[src/sv/pan_tilt_trigger_servo_controller_core_defines.svh]
// Assertion macros shared by the servo controller RTL.
`ifndef PAN_TILT_TRIGGER_SERVO_CONTROLLER_CORE_DEFINES_SVH
`define PAN_TILT_TRIGGER_SERVO_CONTROLLER_CORE_DEFINES_SVH
`ifndef SYNTH
// Checks a property on every rising clock edge outside of reset.
`define PTTSC_ASSERT(lbl, prop, msg) \
  lbl: assert property (@(posedge clk_i) disable iff (!rst_ni) (prop)) else $error(msg);
// Checks that a condition in one cycle implies another in the next cycle.
`define PTTSC_ASSERT_NEXT(lbl, ante, cons, msg) \
  lbl: assert property (@(posedge clk_i) disable iff (!rst_ni) (ante) |=> (cons)) \
    else $error(msg);
`else
`define PTTSC_ASSERT(lbl, prop, msg)
`define PTTSC_ASSERT_NEXT(lbl, ante, cons, msg)
`endif
`endif

[src/sv/pttsc_pkg.sv]
// Types and constants of the pan/tilt/trigger servo controller.
package pttsc_pkg;

  localparam int unsigned PanW   = 14;
  localparam int unsigned StickW = 14;
  localparam int unsigned PulseW = 11;
  localparam int unsigned StepW  = 10;
  localparam int unsigned BandW  = 13;
  localparam int unsigned HoldW  = 4;
  localparam int unsigned CfgIdxW  = 3;
  localparam int unsigned CfgDataW = 14;

  typedef enum logic [1:0] {
    CMD_SAMPLE = 2'd0,
    CMD_LINK   = 2'd1,
    CMD_TICK   = 2'd2
  } cmd_e;

  typedef enum logic [1:0] {
    MOT_STOP = 2'd0,
    MOT_UP   = 2'd1,
    MOT_DOWN = 2'd2
  } motion_e;

  typedef enum logic [1:0] {
    SEQ_IDLE = 2'd0,
    SEQ_MOVE = 2'd1,
    SEQ_TRIG = 2'd2
  } seq_e;

  localparam logic [7:0] LINK_RIGHT = 8'd0;
  localparam logic [7:0] LINK_LEFT  = 8'd1;
  localparam logic [7:0] LINK_DOWN  = 8'd2;
  localparam logic [7:0] LINK_UP    = 8'd3;
  localparam logic [7:0] LINK_FIRE  = 8'd4;

  localparam logic [CfgIdxW-1:0] CFG_PAN_MIN        = 3'd0;
  localparam logic [CfgIdxW-1:0] CFG_PAN_MAX        = 3'd1;
  localparam logic [CfgIdxW-1:0] CFG_STICK_STEP     = 3'd2;
  localparam logic [CfgIdxW-1:0] CFG_LINK_STEP      = 3'd3;
  localparam logic [CfgIdxW-1:0] CFG_STICK_CENTER   = 3'd4;
  localparam logic [CfgIdxW-1:0] CFG_STICK_DEADBAND = 3'd5;
  localparam logic [CfgIdxW-1:0] CFG_TRIGGER_TICKS  = 3'd6;

  localparam logic [PulseW-1:0] PULSE_DOWN = 11'd1000;
  localparam logic [PulseW-1:0] PULSE_STOP = 11'd1150;
  localparam logic [PulseW-1:0] PULSE_UP   = 11'd1200;
  localparam logic [PanW-1:0]   PAN_RESET  = 14'd1100;
  localparam logic [PanW-1:0]   PAN_TOP    = 14'd16383;

  localparam logic [PanW-1:0]   PAN_MIN_RESET        = 14'd450;
  localparam logic [PanW-1:0]   PAN_MAX_RESET        = 14'd1800;
  localparam logic [StepW-1:0]  STICK_STEP_RESET     = 10'd100;
  localparam logic [StepW-1:0]  LINK_STEP_RESET      = 10'd20;
  localparam logic [StickW-1:0] STICK_CENTER_RESET   = 14'd8192;
  localparam logic [BandW-1:0]  STICK_DEADBAND_RESET = 13'd2500;
  localparam logic [HoldW-1:0]  TRIGGER_TICKS_RESET  = 4'd10;

  typedef struct packed {
    logic [1:0]        cmd;
    logic [StickW-1:0] stick_x;
    logic [StickW-1:0] stick_y;
    logic              fire_pressed;
    logic              manual_pressed;
    logic [7:0]        link_byte;
  } pttsc_in_t;

  typedef struct packed {
    logic [PanW-1:0]   pan_pulse;
    logic [PulseW-1:0] tilt_pulse;
    logic [PulseW-1:0] trigger_pulse;
    logic              manual_mode;
    logic              trigger_busy;
  } pttsc_out_t;

  typedef struct packed {
    logic [PanW-1:0]   pan_min;
    logic [PanW-1:0]   pan_max;
    logic [StepW-1:0]  stick_step;
    logic [StepW-1:0]  link_step;
    logic [StickW-1:0] stick_center;
    logic [BandW-1:0]  stick_deadband;
    logic [HoldW-1:0]  trigger_ticks;
  } pttsc_cfg_t;

  typedef struct packed {
    logic [PanW-1:0]  pan;
    motion_e          tilt;
    motion_e          trig;
    seq_e             seq;
    logic [HoldW-1:0] hold;
    logic             manual;
  } pttsc_state_t;

  function automatic logic [PulseW-1:0] motion_pulse(motion_e m);
    logic [PulseW-1:0] p;
    unique case (m)
      MOT_UP:   p = PULSE_UP;
      MOT_DOWN: p = PULSE_DOWN;
      default:  p = PULSE_STOP;
    endcase
    return p;
  endfunction

endpackage

[src/sv/pttsc_cfg.sv]
// Configuration register file of the servo controller.
module pttsc_cfg
  import pttsc_pkg::*;
(
  input  logic                clk_i,
  input  logic                rst_ni,
  input  logic                cfg_we_i,
  input  logic [CfgIdxW-1:0]  cfg_idx_i,
  input  logic [CfgDataW-1:0] cfg_wdata_i,
  output pttsc_cfg_t          cfg_o
);

  pttsc_cfg_t cfg_q, cfg_d;

  always_comb begin
    cfg_d = cfg_q;
    if (cfg_we_i) begin
      unique case (cfg_idx_i)
        CFG_PAN_MIN:        cfg_d.pan_min        = cfg_wdata_i[PanW-1:0];
        CFG_PAN_MAX:        cfg_d.pan_max        = cfg_wdata_i[PanW-1:0];
        CFG_STICK_STEP:     cfg_d.stick_step     = cfg_wdata_i[StepW-1:0];
        CFG_LINK_STEP:      cfg_d.link_step      = cfg_wdata_i[StepW-1:0];
        CFG_STICK_CENTER:   cfg_d.stick_center   = cfg_wdata_i[StickW-1:0];
        CFG_STICK_DEADBAND: cfg_d.stick_deadband = cfg_wdata_i[BandW-1:0];
        CFG_TRIGGER_TICKS:  cfg_d.trigger_ticks  = cfg_wdata_i[HoldW-1:0];
        default: ;
      endcase
    end
  end

  always_ff @(posedge clk_i or negedge rst_ni) begin
    if (!rst_ni) begin
      cfg_q.pan_min        <= PAN_MIN_RESET;
      cfg_q.pan_max        <= PAN_MAX_RESET;
      cfg_q.stick_step     <= STICK_STEP_RESET;
      cfg_q.link_step      <= LINK_STEP_RESET;
      cfg_q.stick_center   <= STICK_CENTER_RESET;
      cfg_q.stick_deadband <= STICK_DEADBAND_RESET;
      cfg_q.trigger_ticks  <= TRIGGER_TICKS_RESET;
    end else begin
      cfg_q <= cfg_d;
    end
  end

  assign cfg_o = cfg_q;

endmodule

[src/sv/pttsc_update.sv]
// Next-state and result logic for one item of the servo controller.
module pttsc_update
  import pttsc_pkg::*;
#(
  parameter int unsigned SAMPLE_BITS = 14
) (
  input  pttsc_in_t    item_i,
  input  pttsc_cfg_t   cfg_i,
  input  pttsc_state_t st_i,
  output pttsc_state_t st_o,
  output pttsc_out_t   res_o
);

  // Readings wider than the field keep all of its bits.
  localparam int unsigned KeepBits = (SAMPLE_BITS < StickW) ? SAMPLE_BITS : StickW;
  localparam logic [StickW-1:0] SampleMask = StickW'((64'd1 << KeepBits) - 64'd1);

  logic [StickW-1:0] x, y;
  logic [StickW:0]   band_hi;
  logic              x_hi, x_lo, y_hi, y_lo;
  logic              pan_inc, pan_dec;
  logic [StepW-1:0]  step;
  logic [PanW:0]     pan_sum;
  pttsc_state_t      st;

  assign x = item_i.stick_x & SampleMask;
  assign y = item_i.stick_y & SampleMask;
  assign band_hi = {1'b0, cfg_i.stick_center} + {2'b0, cfg_i.stick_deadband};

  // The low side is compared as reading plus band against center, so a band
  // reaching below zero simply never fires.
  assign x_hi = {1'b0, x} > band_hi;
  assign y_hi = {1'b0, y} > band_hi;
  assign x_lo = ({1'b0, x} + {2'b0, cfg_i.stick_deadband}) < {1'b0, cfg_i.stick_center};
  assign y_lo = ({1'b0, y} + {2'b0, cfg_i.stick_deadband}) < {1'b0, cfg_i.stick_center};

  assign pan_sum = {1'b0, st_i.pan} + {5'b0, step};

  always_comb begin
    st      = st_i;
    pan_inc = 1'b0;
    pan_dec = 1'b0;
    step    = cfg_i.stick_step;
    unique case (item_i.cmd)
      CMD_SAMPLE: begin
        if (item_i.manual_pressed) st.manual = 1'b1;
        if (st.manual) begin
          pan_dec = x_hi;
          pan_inc = x_lo;
          if (y_hi) begin
            st.tilt = MOT_UP;
          end else if (y_lo) begin
            st.tilt = MOT_DOWN;
            st.seq  = SEQ_MOVE;
          end else begin
            st.tilt = MOT_STOP;
          end
          if (item_i.fire_pressed && st_i.trig == MOT_STOP) begin
            st.seq  = SEQ_TRIG;
            st.trig = MOT_DOWN;
            st.hold = 4'd1;
          end
        end
      end
      CMD_LINK: begin
        step = cfg_i.link_step;
        if (!st_i.manual) begin
          st.tilt = MOT_STOP;
          unique case (item_i.link_byte)
            LINK_RIGHT: pan_inc = 1'b1;
            LINK_LEFT:  pan_dec = 1'b1;
            LINK_DOWN, LINK_UP: begin
              if (st_i.seq != SEQ_TRIG) begin
                st.tilt = (item_i.link_byte == LINK_UP) ? MOT_UP : MOT_DOWN;
                st.seq  = SEQ_MOVE;
              end
            end
            LINK_FIRE: begin
              if (st_i.seq != SEQ_TRIG) begin
                st.seq  = SEQ_TRIG;
                st.trig = MOT_DOWN;
                st.hold = 4'd1;
              end
            end
            default: ;
          endcase
        end
      end
      CMD_TICK: begin
        if (st_i.seq == SEQ_TRIG) begin
          priority if (st_i.hold == cfg_i.trigger_ticks) begin
            st.trig = MOT_UP;
            st.hold = st_i.hold - 4'd1;
          end else if (st_i.hold == '0) begin
            st.trig = MOT_STOP;
            st.seq  = SEQ_IDLE;
          end else if (st_i.trig == MOT_DOWN) begin
            st.hold = st_i.hold + 4'd1;
          end else begin
            st.hold = st_i.hold - 4'd1;
          end
        end else if (st_i.seq == SEQ_MOVE) begin
          st.tilt = MOT_STOP;
          st.seq  = SEQ_IDLE;
        end
      end
      default: ;
    endcase

    // One shared step unit: a decrease wins, as the high side is tested first.
    if (pan_dec) begin
      if (st_i.pan > cfg_i.pan_min) begin
        st.pan = (st_i.pan > {4'b0, step}) ? st_i.pan - {4'b0, step} : '0;
      end
    end else if (pan_inc) begin
      if (st_i.pan < cfg_i.pan_max) begin
        st.pan = (pan_sum > {1'b0, PAN_TOP}) ? PAN_TOP : pan_sum[PanW-1:0];
      end
    end
  end

  assign st_o = st;

  assign res_o.pan_pulse     = st.pan;
  assign res_o.tilt_pulse    = motion_pulse(st.tilt);
  assign res_o.trigger_pulse = motion_pulse(st.trig);
  assign res_o.manual_mode   = st.manual;
  assign res_o.trigger_busy  = (st.seq == SEQ_TRIG);

endmodule

[src/sv/pan_tilt_trigger_servo_controller_core.sv]
// Top level of the pan/tilt/trigger servo controller.
//
// Each input transfer carries one item: a joystick sample, a link command
// byte or a timer tick, selected by the cmd field. Every item yields exactly
// one result transfer with the pan, tilt and trigger pulse widths and the
// manual-mode and trigger-busy status bits, taken after the item has acted.
// An accepted item sits in the input register, passes the update logic and
// lands in the result register once that register is free or drains, which
// then offers its result. One item is taken in every cycle while in_stall_o
// is low; the state registers are rewritten in the same cycle an item moves
// to the result register, so the next item already sees the new state.
// When the receiver stalls, the result register holds its transfer, the
// input register holds the next item, and in_stall_o rises only once both
// are full. Reset empties both registers and puts the servo state and the
// configuration registers at their defaults. The user must write the
// configuration through the plain write port only while no item is in
// flight; the block itself does not enforce this.
`include "pan_tilt_trigger_servo_controller_core_defines.svh"
module pan_tilt_trigger_servo_controller_core
  import pttsc_pkg::*;
#(
  parameter int unsigned SAMPLE_BITS = 14
) (
  input  logic                clk_i,
  input  logic                rst_ni,
  input  logic                in_valid_i,
  output logic                in_stall_o,
  input  pttsc_in_t           in_data_i,
  output logic                out_valid_o,
  input  logic                out_stall_i,
  output pttsc_out_t          out_data_o,
  input  logic                cfg_we_i,
  input  logic [CfgIdxW-1:0]  cfg_idx_i,
  input  logic [CfgDataW-1:0] cfg_wdata_i
);

  pttsc_cfg_t   cfg;
  pttsc_state_t state_q, state_d;
  pttsc_in_t    item_q;
  pttsc_out_t   res_d, res_q;
  logic         item_vld_q, out_vld_q;
  logic         adv, in_xfer;

  pttsc_cfg u_cfg (
    .clk_i       (clk_i),
    .rst_ni      (rst_ni),
    .cfg_we_i    (cfg_we_i),
    .cfg_idx_i   (cfg_idx_i),
    .cfg_wdata_i (cfg_wdata_i),
    .cfg_o       (cfg)
  );

  pttsc_update #(
    .SAMPLE_BITS (SAMPLE_BITS)
  ) u_update (
    .item_i (item_q),
    .cfg_i  (cfg),
    .st_i   (state_q),
    .st_o   (state_d),
    .res_o  (res_d)
  );

  // The held item moves on whenever the result register is free or drains.
  assign adv        = item_vld_q && (!out_vld_q || !out_stall_i);
  assign in_stall_o = item_vld_q && !adv;
  assign in_xfer    = in_valid_i && !in_stall_o;

  always_ff @(posedge clk_i or negedge rst_ni) begin
    if (!rst_ni) begin
      item_vld_q <= 1'b0;
      out_vld_q  <= 1'b0;
    end else begin
      if (in_xfer) begin
        item_vld_q <= 1'b1;
      end else if (adv) begin
        item_vld_q <= 1'b0;
      end
      if (adv) begin
        out_vld_q <= 1'b1;
      end else if (!out_stall_i) begin
        out_vld_q <= 1'b0;
      end
    end
  end

  always_ff @(posedge clk_i) begin
    if (in_xfer) item_q <= in_data_i;
    if (adv)     res_q  <= res_d;
  end

  always_ff @(posedge clk_i or negedge rst_ni) begin
    if (!rst_ni) begin
      state_q.pan    <= PAN_RESET;
      state_q.tilt   <= MOT_STOP;
      state_q.trig   <= MOT_STOP;
      state_q.seq    <= SEQ_IDLE;
      state_q.hold   <= '0;
      state_q.manual <= 1'b0;
    end else if (adv) begin
      state_q <= state_d;
    end
  end

  assign out_valid_o = out_vld_q;
  assign out_data_o  = res_q;

  `PTTSC_ASSERT_NEXT(a_state_only_on_item, !adv, $stable(state_q),
                     "servo state changed without an item")
  `PTTSC_ASSERT_NEXT(a_result_follows_item, adv, out_valid_o,
                     "processed item produced no result")
  `PTTSC_ASSERT(a_manual_sticky, !$fell(state_q.manual),
                "manual mode was left")
  `PTTSC_ASSERT(a_trig_moves_in_seq, state_q.seq != SEQ_TRIG || state_q.trig != MOT_STOP,
                "trigger sequence running with trigger stopped")

endmodule
[config.mk]
export PLATFORM = sky130hd
export DESIGN_NAME = pan_tilt_trigger_servo_controller_core
export DESIGN_NICKNAME = d
export VERILOG_FILES = /design/src/sv/pttsc_pkg.sv /design/src/sv/pttsc_cfg.sv /design/src/sv/pttsc_update.sv /design/src/sv/pan_tilt_trigger_servo_controller_core.sv
export VERILOG_INCLUDE_DIRS = /design/src /design/src/sv
export SDC_FILE = /design/constraint.sdc
export NUM_CORES = 1
export LEC_CHECK = 0
export ABC_CLOCK_PERIOD_IN_PS = 5800
export BUFFER_PORTS_ARGS = -buffer_cell sky130_fd_sc_hd__buf_2
export CAP_MARGIN = 25
export CORE_MARGIN = 5
export CORE_UTILIZATION = 48
export DETAILED_ROUTE_END_ITERATION = 8
export GPL_TIMING_DRIVEN = 0
export PLACE_DENSITY = 0.69
export SLEW_MARGIN = 20
export SYNTH_ARGS = -nofsm -noshare
export SYNTH_HDL_FRONTEND = slang
export SYNTH_HIERARCHICAL = 1
export SYNTH_SLANG_ARGS = --single-unit
export TNS_END_PERCENT = 30
[constraint.sdc]
create_clock -name clk_i -period 5.8 [get_ports clk_i]
set_input_delay 0.58 -clock clk_i [delete_from_list [all_inputs] [get_ports clk_i]]
set_output_delay 0.58 -clock clk_i [all_outputs]
set_load 0.02 [all_outputs]
==> results.yml <==
place:
  port_buffers: 101
  placedCellCount: 1584
  routabilityCongestion: 0.883
  placement.cell_area_um2: 13600
  place.detailed.hpwl_mm: 21.8
  place_ws_ps: 209
synth:
  yosys.area.top_type_share: 0.186
  yosys-top-cells-area: "edfxtp_1 19%, dfrtp_1 16%, ha_1 14%"
  ys_seq_elements: 184
  synthArstFlopShare: 0.576
  syn_avg_cell_area_um2: 11.0
  synthCells: 1144
  synth_top_cell_by_area: "edfxtp_1"
  synthFlopType: "dfrtp_1"
  synth-edff-count: 78
  synth_area_um2: 12600
  yosys_warnings: 6
  yosysSeqAreaShare: 0.400
  synth.distinct_cells: 99
route:
  first_iter_violations: 614
  dr_wl_met3_mm: 1.27
  drc: 0
  viasPerCell: 5.59
  wirelength_mm: 28.4
  wl_per_cell_um: 17.6
  antenna_left: 0
  via_count: 9039
  met1_length_mm: 13.4
  highest_layer: "met5"
  first_pass_iters: 6
  met2_length_mm: 13.1
sta:
  max_clock_freq_ghz: 0.178
  tightest_slew_ps: 967
  final.setup.tns_ps: 0
  setup_slack_ps: 193
  fin_skew_ps: 9.35
  fin_hold_ws_ps: 114
  setup_viol: 0
  max_slew_margin: 0.339
  finalCriticalPeriod_ps: 5610
  timing.final.crit_share: 0.967
  finalHoldViolCount: 0
  slew_viol_final: 0
clock_network:
  clkTransAtPathRegs_ps: 70
  cts.sinks: 184
  clk_latency_ps: 440
  cts_buffers: 17
  h-tree-depth: 4
  root_buffer: "clkbuf_16"
  cts_buffer_depth: 2
  cts_tree: "built"
finish:
  final_cells: 1617
  final_nets: 1478
  fin_util: 0.549
  fillers: 2234
  areaGrowthSynthToFinish_pct: 13.1
  drive_gt1_frac: 0.277
  diodes: 0
  postLayoutCellArea_um2: 14200
setup_path:
  crit_top_cell: "a21oi_1"
  path_buf_inv: 3
  crit_chain: "ha_1 -> a21o_1 -> a21oi_1 -> o21bai_1 -> a21oi_1 -> o21bai_1 -> a21oi_1 -> o21ai_0 -> o41a_1 -> xnor2_2 -> ha_1 -> nor3b_1 -> nand3_1 -> o311ai_4 -> nand2_1 -> a21boi_1 -> o311a_1 -> or2_1 -> clkbuf_1 -> buf_6 -> nor2_1 -> a211o_1 -> buf_4 -> mux2_4"
  worstPathRequired_ps: 6120
  critPathKind: "flip-flop to flip-flop"
  crit_path_start_kind: "flip-flop"
  cp_top_family: "compound AO/OA/AOI/OAI gates"
  slowest_delay_ps: 470
  critPathMaxFanout: 10
  setup.worst_path.end_class: "flip-flop"
  cp.arrival_ps: 5930
  cp_slowest_cell: "dfrtp_2"
power:
  static-leakage-power_nw: 6.35
  p_total_mw: 6.76
  power_density_nw_per_um2: 475
  ir_drop_uv: 238
floorplanning:
  die_w_um: 172
  die_area_um2: 29500
  core_area_um2: 25900
  ios: 102
  fp.dieH_um: 172
  fp-row-count: 59
  initial_core_util: 0.485
worst_hold_path:
  hp-class: "primary input to async pin"
grt:
  track_usage: 0.194
  grt_max_degree: 61
  grt_pass1_vias: 8808
  grt-ovfl-total: 0
  antenna_found_initial: 1
  grt_pass1_wl_mm: 45.4
outcome:
  status: "finished clean"
job:
  cap_violations: 0
path summary, 6_finish.rpt:
path                                   end  slack, ps  cells after the start       startpoint
hold reg to reg            u_cfg/cfg_o[53]        490                      1  u_cfg/cfg_o[53]
min in group clk_i              item_q[25]        310                      1    in_data_i[25]
max in group asynchronous  u_cfg/cfg_o[11]       4980                      2           rst_ni
setup / recovery               state_q[20]        190                     24   u_cfg/cfg_o[5]
setup reg to reg               state_q[20]        190                     24   u_cfg/cfg_o[5]
hold / removal                 state_q[15]        110                      1           rst_ni
synth_stat cells (6+ instances only):
master,instances
ha_1,142
inv_1,99
mux2_2,93
dfrtp_1,81
edfxtp_1,78
a21oi_1,65
nand2_1,57
nor2_1,53
xnor2_1,37
o21ai_0,35
buf_4,28
a21o_1,26
dfstp_2,25
mux2_4,19
nand2b_1,19
nand3_1,16
nor3_1,16
nor2b_1,12
o21bai_1,12
and3_1,11
clkbuf_1,11
xor2_1,11
nor4_1,9
nand4_1,8
a31oi_1,7
o211ai_1,7
o21a_1,7
a211o_1,6
a211oi_1,6
o21ai_1,6
o221ai_1,6
cells in the final DEF (no fill, tap or decap), types with 5 or more instances in the layout:
cell type  synthesis  routed
ha_1             142     142
buf_2              5     104
inv_1             99      99
mux2_2            93      93
dfrtp_1           81      80
edfxtp_1          78      78
a21oi_1           65      65
nand2_1           57      57
nor2_1            53      53
xnor2_1           37      36
o21ai_0           35      34
buf_4             28      29
a21o_1            26      26
dfstp_2           25      25
mux2_4            19      19
nand2b_1          19      19
clkbuf_16          0      18
nand3_1           16      16
nor3_1            16      16
nor2b_1           12      12
o21bai_1          12      12
clkbuf_1          11      11
xor2_1            11      11
and3_1            11      11
nand4_1            8       8
nor4_1             9       7
o21ai_1            6       7
o211ai_1           7       7
o21a_1             7       7
buf_6              5       6
a31oi_1            7       6
o221ai_1           6       6
a211o_1            6       6
nand3b_1           5       5
or3_1              5       5
or2_2              5       5
a31o_2             5       5
a211oi_1           6       5
mux2i_1            5       5
fa_1               5       5
area by class of cell:
class                   instances  area [µm²]  area share
repair buffers                104         567      0.0399
flip-flops and latches        184        5030       0.354
clock buffers                  20         478      0.0336
clock inverters                12         125     0.00880
multi-input cells             810        6850       0.482
plain buffers                  52         379      0.0267
well taps                     335         419      0.0295
inverters                     100         375      0.0264
registers in the layout, indices dropped and copies added (netlist names):
signal / cells
out_valid_o: 1
item_vld_q: 1
item_q: 40
out_data_o: 38
state_q: 25
u_cfg/cfg_o: 79
per-layer routing:
| metal | track usage | vias up |
|---|---|---|
| li1 | - | 4407 |
| met1 | 0.268 | 4359 |
| met2 | 0.316 | 235 |
| met3 | 0.0251 | 36 |
| met4 | 0.0660 | 2 |
| met5 | 0 | - |
logic make-up after synthesis:
group | share of synthesized area
compound gates | 0.142
simple gates | 0.102
flops | 0.400
buf+inv | 0.0598
fa+ha+maj | 0.149
mux | 0.112
xor+xnor | 0.0352
other cells | 0.000597
worst register-to-register path, delay by kind of cell, from the launching register on:
family / cells / cell delay, ps
multiplexers: 1 / 240
AO/OA/AOI/OAI: 12 / 2560
flip-flops: 1 / 470
XOR/XNOR: 1 / 170
buffers and inverters: 3 / 680
AND/OR/NAND/NOR: 5 / 710
adder cells (fa/ha/maj): 2 / 650
power by group:
part | internal (mW) | switching [mW]
sequential | 1.74 | 0.287
combinational | 1.66 | 1.87
clock | 0.656 | 0.548
total | 4.06 | 2.70
repair_timing:
item,4_1_cts,5_1_grt
hold buffers,0,0
setup buffers,0,1
gates resized for setup,0,10
endpoints found under the setup margin,0,20
(Power assumes the default switching activity.)
